### src/hdl/ifrs_pkg.sv
// ifrs_pkg: constants, command and status types for the int8 FIR filter.
// Used by ifrs_ctrl, ifrs_dp and int8_fir_round_saturate. No dependencies.
package ifrs_pkg;

  localparam int TAPS       = 32;                   // 1..32
  localparam int LINE_DEPTH = 32;
  localparam int LANES      = 4;                    // multipliers in the MAC unit
  localparam int NPASS      = LINE_DEPTH / LANES;
  localparam int PASS_W     = $clog2(NPASS);
  localparam int LANE_W     = $clog2(LANES);
  localparam int WIN_W      = LANES * 8;            // coefficient bits used per pass
  localparam int WIN_SH     = $clog2(WIN_W);
  localparam int FILL_W     = $clog2(TAPS + 1);
  localparam int ACC_W      = 32;
  localparam int PROD_W     = 16;

  localparam int SAMPLE_W   = 8;
  localparam int SHIFT_W    = 5;
  localparam int BANK_W     = 64;
  localparam int NBANKS     = 4;
  localparam int CFG_IDX_W  = 3;
  localparam int CFG_DATA_W = 64;

  localparam logic [CFG_IDX_W-1:0] REG_BANK_0 = 3'd0;
  localparam logic [CFG_IDX_W-1:0] REG_BANK_1 = 3'd1;
  localparam logic [CFG_IDX_W-1:0] REG_BANK_2 = 3'd2;
  localparam logic [CFG_IDX_W-1:0] REG_BANK_3 = 3'd3;
  localparam logic [CFG_IDX_W-1:0] REG_SCALE  = 3'd4;

  localparam logic [SHIFT_W-1:0] SCALE_RESET = 5'd7;

  localparam logic signed [ACC_W-1:0] OUT_MAX = 32'sd127;
  localparam logic signed [ACC_W-1:0] OUT_MIN = -32'sd128;

  typedef struct packed {
    logic              load;  // take the item: shift sample in, seed accumulator
    logic              mac;   // one multiply-accumulate pass
    logic              fin;   // scale, saturate, write output register
    logic [PASS_W-1:0] pass;
  } cmd_t;

  typedef struct packed {
    logic emit;               // the item on the input port gives a result
  } stat_t;

endpackage

### src/hdl/ifrs_ctrl.sv
// ifrs_ctrl: sequencer for the FIR filter (accept, MAC passes, finish).
// Depends on ifrs_pkg; drives ifrs_dp by cmd_t and owns the output valid.
module ifrs_ctrl import ifrs_pkg::*; (
  input  logic  clk,
  input  logic  rst_n,
  input  logic  in_valid,
  output logic  in_stall,
  output logic  out_valid,
  input  logic  out_stall,
  input  stat_t stat,
  output cmd_t  cmd
);

  localparam logic [1:0] S_IDLE = 2'd0;
  localparam logic [1:0] S_MAC  = 2'd1;
  localparam logic [1:0] S_FIN  = 2'd2;

  localparam logic [PASS_W-1:0] LAST_PASS = PASS_W'(NPASS - 1);

  logic [1:0]        state_r, state_nxt;
  logic [PASS_W-1:0] pass_r, pass_nxt;
  logic              out_valid_r, out_valid_nxt;

  assign in_stall  = (state_r != S_IDLE);
  assign out_valid = out_valid_r;

  always_comb begin
    state_nxt     = state_r;
    pass_nxt      = pass_r;
    out_valid_nxt = out_valid_r && out_stall;
    cmd.load      = 1'b0;
    cmd.mac       = 1'b0;
    cmd.fin       = 1'b0;
    cmd.pass      = pass_r;
    case (state_r)
      S_IDLE: begin
        if (in_valid) begin
          cmd.load = 1'b1;
          pass_nxt = '0;
          if (stat.emit) begin
            state_nxt = S_MAC;
          end
        end
      end
      S_MAC: begin
        cmd.mac  = 1'b1;
        pass_nxt = pass_r + 1'b1;
        if (pass_r == LAST_PASS) begin
          state_nxt = S_FIN;
        end
      end
      S_FIN: begin
        // wait here while the previous result is still held
        if (!out_valid_r || !out_stall) begin
          cmd.fin       = 1'b1;
          out_valid_nxt = 1'b1;
          state_nxt     = S_IDLE;
        end
      end
      default: begin
        state_nxt = S_IDLE;
      end
    endcase
  end

  always_ff @(posedge clk) begin
    if (!rst_n) begin
      state_r     <= S_IDLE;
      pass_r      <= '0;
      out_valid_r <= 1'b0;
    end else begin
      state_r     <= state_nxt;
      pass_r      <= pass_nxt;
      out_valid_r <= out_valid_nxt;
    end
  end

endmodule

### src/hdl/ifrs_dp.sv
// ifrs_dp: FIR datapath - coefficient and scale registers, rotating delay
// line, fill count, four-lane MAC, round/shift/saturate. Depends on ifrs_pkg.
module ifrs_dp import ifrs_pkg::*; (
  input  logic                         clk,
  input  logic                         rst_n,
  input  cmd_t                         cmd,
  output stat_t                        stat,
  input  logic signed [SAMPLE_W-1:0]   in_sample,
  input  logic                         in_restart,
  input  logic                         cfg_wr,
  input  logic [CFG_IDX_W-1:0]         cfg_index,
  input  logic [CFG_DATA_W-1:0]        cfg_data,
  output logic signed [SAMPLE_W-1:0]   out_filtered
);

  logic [BANK_W-1:0]          bank_r [NBANKS];
  logic [SHIFT_W-1:0]         scale_r;
  logic [SAMPLE_W-1:0]        line_r [LINE_DEPTH];
  logic [FILL_W-1:0]          fill_r, fill_nxt, fill_base;
  logic signed [ACC_W-1:0]    acc_r, acc_nxt;
  logic signed [SAMPLE_W-1:0] out_filtered_r, sat_val;

  logic [NBANKS*BANK_W-1:0]   coeff_flat;
  logic [WIN_W-1:0]           coeff_win;
  logic signed [ACC_W-1:0]    pass_sum, half, shifted;
  logic signed [PROD_W-1:0]   prod [LANES];
  logic [PASS_W+LANE_W-1:0]   tap_idx [LANES];

  assign coeff_flat = {bank_r[3], bank_r[2], bank_r[1], bank_r[0]};
  assign coeff_win  = coeff_flat[{cmd.pass, WIN_SH'(0)} +: WIN_W];

  // fill count: restart clears it before the new sample counts
  always_comb begin
    fill_base = in_restart ? '0 : fill_r;
    fill_nxt  = (int'(fill_base) < TAPS) ? fill_base + 1'b1 : fill_base;
    stat.emit = (int'(fill_nxt) >= TAPS);
  end

  // line_r[0..LANES-1] holds taps pass*LANES.. of the current pass
  always_comb begin
    pass_sum = '0;
    for (int l = 0; l < LANES; l++) begin
      tap_idx[l] = {cmd.pass, LANE_W'(l)};
      prod[l]    = $signed(coeff_win[l*8 +: 8]) * $signed(line_r[l]);
      if (int'(tap_idx[l]) < TAPS) begin
        pass_sum = pass_sum + ACC_W'(prod[l]);
      end
    end
  end

  assign half    = (scale_r == '0) ? '0 : (ACC_W'(1) <<< (scale_r - 1'b1));
  assign acc_nxt = acc_r + pass_sum;
  assign shifted = acc_r >>> scale_r;

  always_comb begin
    if (shifted > OUT_MAX) begin
      sat_val = SAMPLE_W'(OUT_MAX);
    end else if (shifted < OUT_MIN) begin
      sat_val = SAMPLE_W'(OUT_MIN);
    end else begin
      sat_val = shifted[SAMPLE_W-1:0];
    end
  end

  assign out_filtered = out_filtered_r;

  // configuration and fill count
  always_ff @(posedge clk) begin
    if (!rst_n) begin
      for (int b = 0; b < NBANKS; b++) begin
        bank_r[b] <= '0;
      end
      scale_r <= SCALE_RESET;
      fill_r  <= '0;
    end else begin
      if (cfg_wr) begin
        case (cfg_index)
          REG_BANK_0: bank_r[0] <= cfg_data;
          REG_BANK_1: bank_r[1] <= cfg_data;
          REG_BANK_2: bank_r[2] <= cfg_data;
          REG_BANK_3: bank_r[3] <= cfg_data;
          REG_SCALE:  scale_r   <= cfg_data[SHIFT_W-1:0];
          default: ;
        endcase
      end
      if (cmd.load) begin
        fill_r <= fill_nxt;
      end
    end
  end

  // delay line: shift on load, rotate by LANES per pass (back in place after
  // NPASS passes); accumulator seeded with the rounding term
  always_ff @(posedge clk) begin
    if (cmd.load) begin
      line_r[0] <= in_sample;
      for (int k = 1; k < LINE_DEPTH; k++) begin
        line_r[k] <= line_r[k-1];
      end
      acc_r <= half;
    end else if (cmd.mac) begin
      for (int k = 0; k < LINE_DEPTH; k++) begin
        line_r[k] <= line_r[(k + LANES) % LINE_DEPTH];
      end
      acc_r <= acc_nxt;
    end
    if (cmd.fin) begin
      out_filtered_r <= sat_val;
    end
  end

endmodule

### src/hdl/int8_fir_round_saturate.sv
// int8_fir_round_saturate: 32-tap signed 8-bit FIR, round, scale, saturate.
// An item with a result runs accept, 8 four-lane MAC passes, then scale and
// saturate, which waits while the previous result is still stalled; out_valid
// rises after that step. An item still filling the line only shifts in.
// rst_n (synchronous, active low) clears fill count, coefficients (to 0) and
// scale shift (to 7). Depends on ifrs_pkg, ifrs_ctrl, ifrs_dp.
module int8_fir_round_saturate import ifrs_pkg::*; (
  input  logic                        clk,
  input  logic                        rst_n,
  input  logic                        in_valid,
  output logic                        in_stall,
  input  logic signed [SAMPLE_W-1:0]  in_sample,
  input  logic                        in_restart,
  output logic                        out_valid,
  input  logic                        out_stall,
  output logic signed [SAMPLE_W-1:0]  out_filtered,
  input  logic                        cfg_valid,
  output logic                        cfg_ready,
  input  logic [CFG_IDX_W-1:0]        cfg_index,
  input  logic [CFG_DATA_W-1:0]       cfg_data
);

  cmd_t  cmd;
  stat_t stat;

  assign cfg_ready = 1'b1;

  ifrs_ctrl u_ctrl (
    .clk       (clk),
    .rst_n     (rst_n),
    .in_valid  (in_valid),
    .in_stall  (in_stall),
    .out_valid (out_valid),
    .out_stall (out_stall),
    .stat      (stat),
    .cmd       (cmd)
  );

  ifrs_dp u_dp (
    .clk          (clk),
    .rst_n        (rst_n),
    .cmd          (cmd),
    .stat         (stat),
    .in_sample    (in_sample),
    .in_restart   (in_restart),
    .cfg_wr       (cfg_valid && cfg_ready),
    .cfg_index    (cfg_index),
    .cfg_data     (cfg_data),
    .out_filtered (out_filtered)
  );

endmodule
### config.mk
export PLATFORM = sky130hd
export DESIGN_NAME = int8_fir_round_saturate
export DESIGN_NICKNAME = d
export VERILOG_FILES = /design/src/hdl/ifrs_pkg.sv /design/src/hdl/ifrs_ctrl.sv /design/src/hdl/ifrs_dp.sv /design/src/hdl/int8_fir_round_saturate.sv
export SDC_FILE = /design/constraint.sdc
export NUM_CORES = 2
export LEC_CHECK = 0
export ABC_AREA = 1
export BUFFER_PORTS_ARGS = -buffer_cell sky130_fd_sc_hd__buf_2
export CAP_MARGIN = 15
export CORE_ASPECT_RATIO = 0.5
export CORE_UTILIZATION = 35
export DETAILED_ROUTE_END_ITERATION = 6
export PLACE_DENSITY = 0.62
export SYNTH_ARGS = -nofsm -noshare
export SYNTH_HDL_FRONTEND = slang
export SYNTH_SLANG_ARGS = --single-unit
### constraint.sdc
create_clock -name clk -period 29.7 [get_ports clk]
set_input_delay 2.97 -clock clk [delete_from_list [all_inputs] [get_ports clk]]
set_output_delay 2.97 -clock clk [all_outputs]
set_load 0.05 [all_outputs]
==> reports/qor.yml <==
netlist.area_leader.share_pct: 41.7
cp_slowest_cell: "inv_2"
numCtsBuffers: 57
globalRouteMet1Util_pct: 26.6
hpwl_mm: 79.0
via_count: 29400
start_kind: "flip-flop"
arrival_ns: 13.59
drv_slew: 0
path_clk_slew_ns: 0.06
drcViolationCount: 2
cts-resized-gates: 0
status: "complete, but fails checks"
grt_max_degree: 171
busiest_layer: "met2"
gp_congestion: 0.961
drtAntennaViolNets: 0
synth_area_leader_cell: "edfxtp_1"
grt_pass1_wl_mm: 170
fin_nets: 4875
cts_tree: "done"
ys_seq_area_share_pct: 42.6
final_cell_mix: "858 x nand2_1, 698 x inv_1, 610 x nor2_1"
clk_latency_ns: 0.65
drive_gt1_share_pct: 5.67
critical_path.startpoint: "u_ctrl.pass_r[1]"
critPathKind: "reg -> reg"
tns_ns: 0
grt_pass1_vias: 29800
first_pass_iters: 7
rsz0062_at_grt: "no"
cts_max_path_buffers: 3
global_route.usage.met2_pct: 30.9
synth_cell_types: 48
syn_area_um2: 39700
maxCapViolCount: 0
period_share_pct: 44.5
post_cts.repair.setup_buffers: 0
critPathMaxStageDelay_ns: 0.91
regToRegSetupSlack_ns: 16.47
core_um2: 111000
required_ns: 30.06
cpMostUsedCell: "fa_1"
use_met3_pct: 2.84
cts_root_buffer: "clkbuf_16"
post_drt_via_cell_ratio: 5.05
postRouteWirelength_mm: 109
htreeDepth: 2
final_common_cell: "nand2_1"
cp_max_fo: 67
io_buffers: 90
grt_overflow: 0
cts.sinks: 569
violations: "design-rule violations"
synth_nets: 4880
antenna_found_initial: 3
io_pins: 92
synth_seq_cells: 569
worst_pin_slew_ns: 1.10
synth_area_leaders: "edfxtp_1 42%, fa_1 18%, nand2_1 8.2%, inv_1 6.6%, nor2_1 5.8%"
die_x_um: 478
timing.rr.start: "u_ctrl.pass_r[1]"
yosysWarnings: 0
hold_class: "reg -> reg"
setup_violations: 0
finalClockSkew_ns: 0.0329
track_usage_pct: 19.0
rows: 86
critPathCaptureType: "flip-flop"
die_h_um: 240
wire_per_inst_um: 18.6
hold_path_startpoint: "u_dp.fill_r[5]"
area_growth_pct: 9.50
final_hold_viol_count: 0
fin_crit_ns: 13.23
die-area_um2: 115000
slew_headroom_pct: 26.4
syn_inst: 4297
diodes: 0
cts_hold_buf: 0
initial_utilization_pct: 35.7
max_freq_mhz: 75.6
drtIter0Drc: 2588
avgSynthCellArea_um2: 9.25
-- flip-flops by register name, indices dropped and copies added (netlist names) --
| signal | flops |
|---|---|
| u_dp.bank_r | 256 |
| u_dp.acc_r | 32 |
| u_dp.scale_r | 5 |
| u_ctrl.state_r | 2 |
| u_dp.line_r | 256 |
| u_dp.out_filtered | 8 |
| u_dp.fill_r | 6 |
| u_ctrl.pass_r | 3 |
| u_ctrl.out_valid | 1 |
-- worst paths after layout --
| path | end | cells past startpoint |
|---|---|---|
| setup / recovery | u_dp.acc_r[28] | 41 |
| setup reg to reg | u_dp.acc_r[28] | 41 |
| hold reg to reg | u_dp.fill_r[5] | 2 |
| hold / removal | u_dp.fill_r[5] | 2 |
-- layout make-up --
class | count | area [um2]
clock buffer | 62 | 1450
sequential | 569 | 16900
fill | 11100 | 67800
multi-input combinational | 2832 | 19400
timing repair buffer | 116 | 678
inverter | 716 | 2710
clock inverter | 45 | 489
tap | 1496 | 1870
-- kinds of logic after synthesis --
group,Yosys count,share of synthesized area [%]
XOR/XNOR,52,1.15
AND/OR/NAND/NOR,1703,17.0
AO/OA/AOI/OAI,573,8.07
multiplexers,1,0.0252
adder cells (fa/ha/maj),502,22.4
buffers and inverters,896,8.74
other,1,0.00944
flip-flops,569,42.6
-- cells in the mapped netlist (all sizes together) --
cell       n
nand2    874
inv      706
nor2     614
edfxtp   552
o21ai    377
fa       349
nand3    187
ha       153
clkbuf   132
a21oi     80
o221ai    57
buf       48
xor2      31
o22ai     23
xnor2     21
dfxtp     17
clkinv    10
nor3      10
nand4      9
a21o       6
o211ai     6
a31oi      5
o31ai      5
or2        4
a21boi     3
a221oi     3
nand3b     3
a211oi     2
nor4       2
o21bai     2
o311ai     2
conb       1
mux2i      1
o2111ai    1
o21a       1
-- metrics by stage --
stage                     worst slack (ns)  instance area (um2)  std cells  utilization [%]  hold WS, ns
after CTS                            16.55                43500       5835             39.1        0.493
after global routing                 15.65                43500       5836             39.1        0.522
after floorplan                      18.68                39700       4297                -        0.458
after global placement               16.80                41500       5728             37.3        0.473
after detailed placement             16.57                41500       5728             37.3        0.481
final                                16.47                43500       5836             39.1        0.491
-- worst max-delay path: cells and delay by family, from the launching register on --
| kind | cells | cell delay, ns |
|---|---|---|
| adder cells (fa/ha/maj) | 14 | 6.79 |
| XOR/XNOR | 1 | 0.14 |
| AND/OR/NAND/NOR | 3 | 0.42 |
| buffers and inverters | 10 | 1.97 |
| flip-flops | 1 | 0.32 |
| AO/OA/AOI/OAI | 13 | 3.27 |
-- routing by layer --
layer  wire length (um)  vias up
li1                   -    13800
met2              50200      783
met3               6270      136
met5                 13        -
met1              50100    14700
met4               2220        2
Power is not shown: default switching activity piles up to over one toggle a cycle in this logic, so the estimate is an artifact.
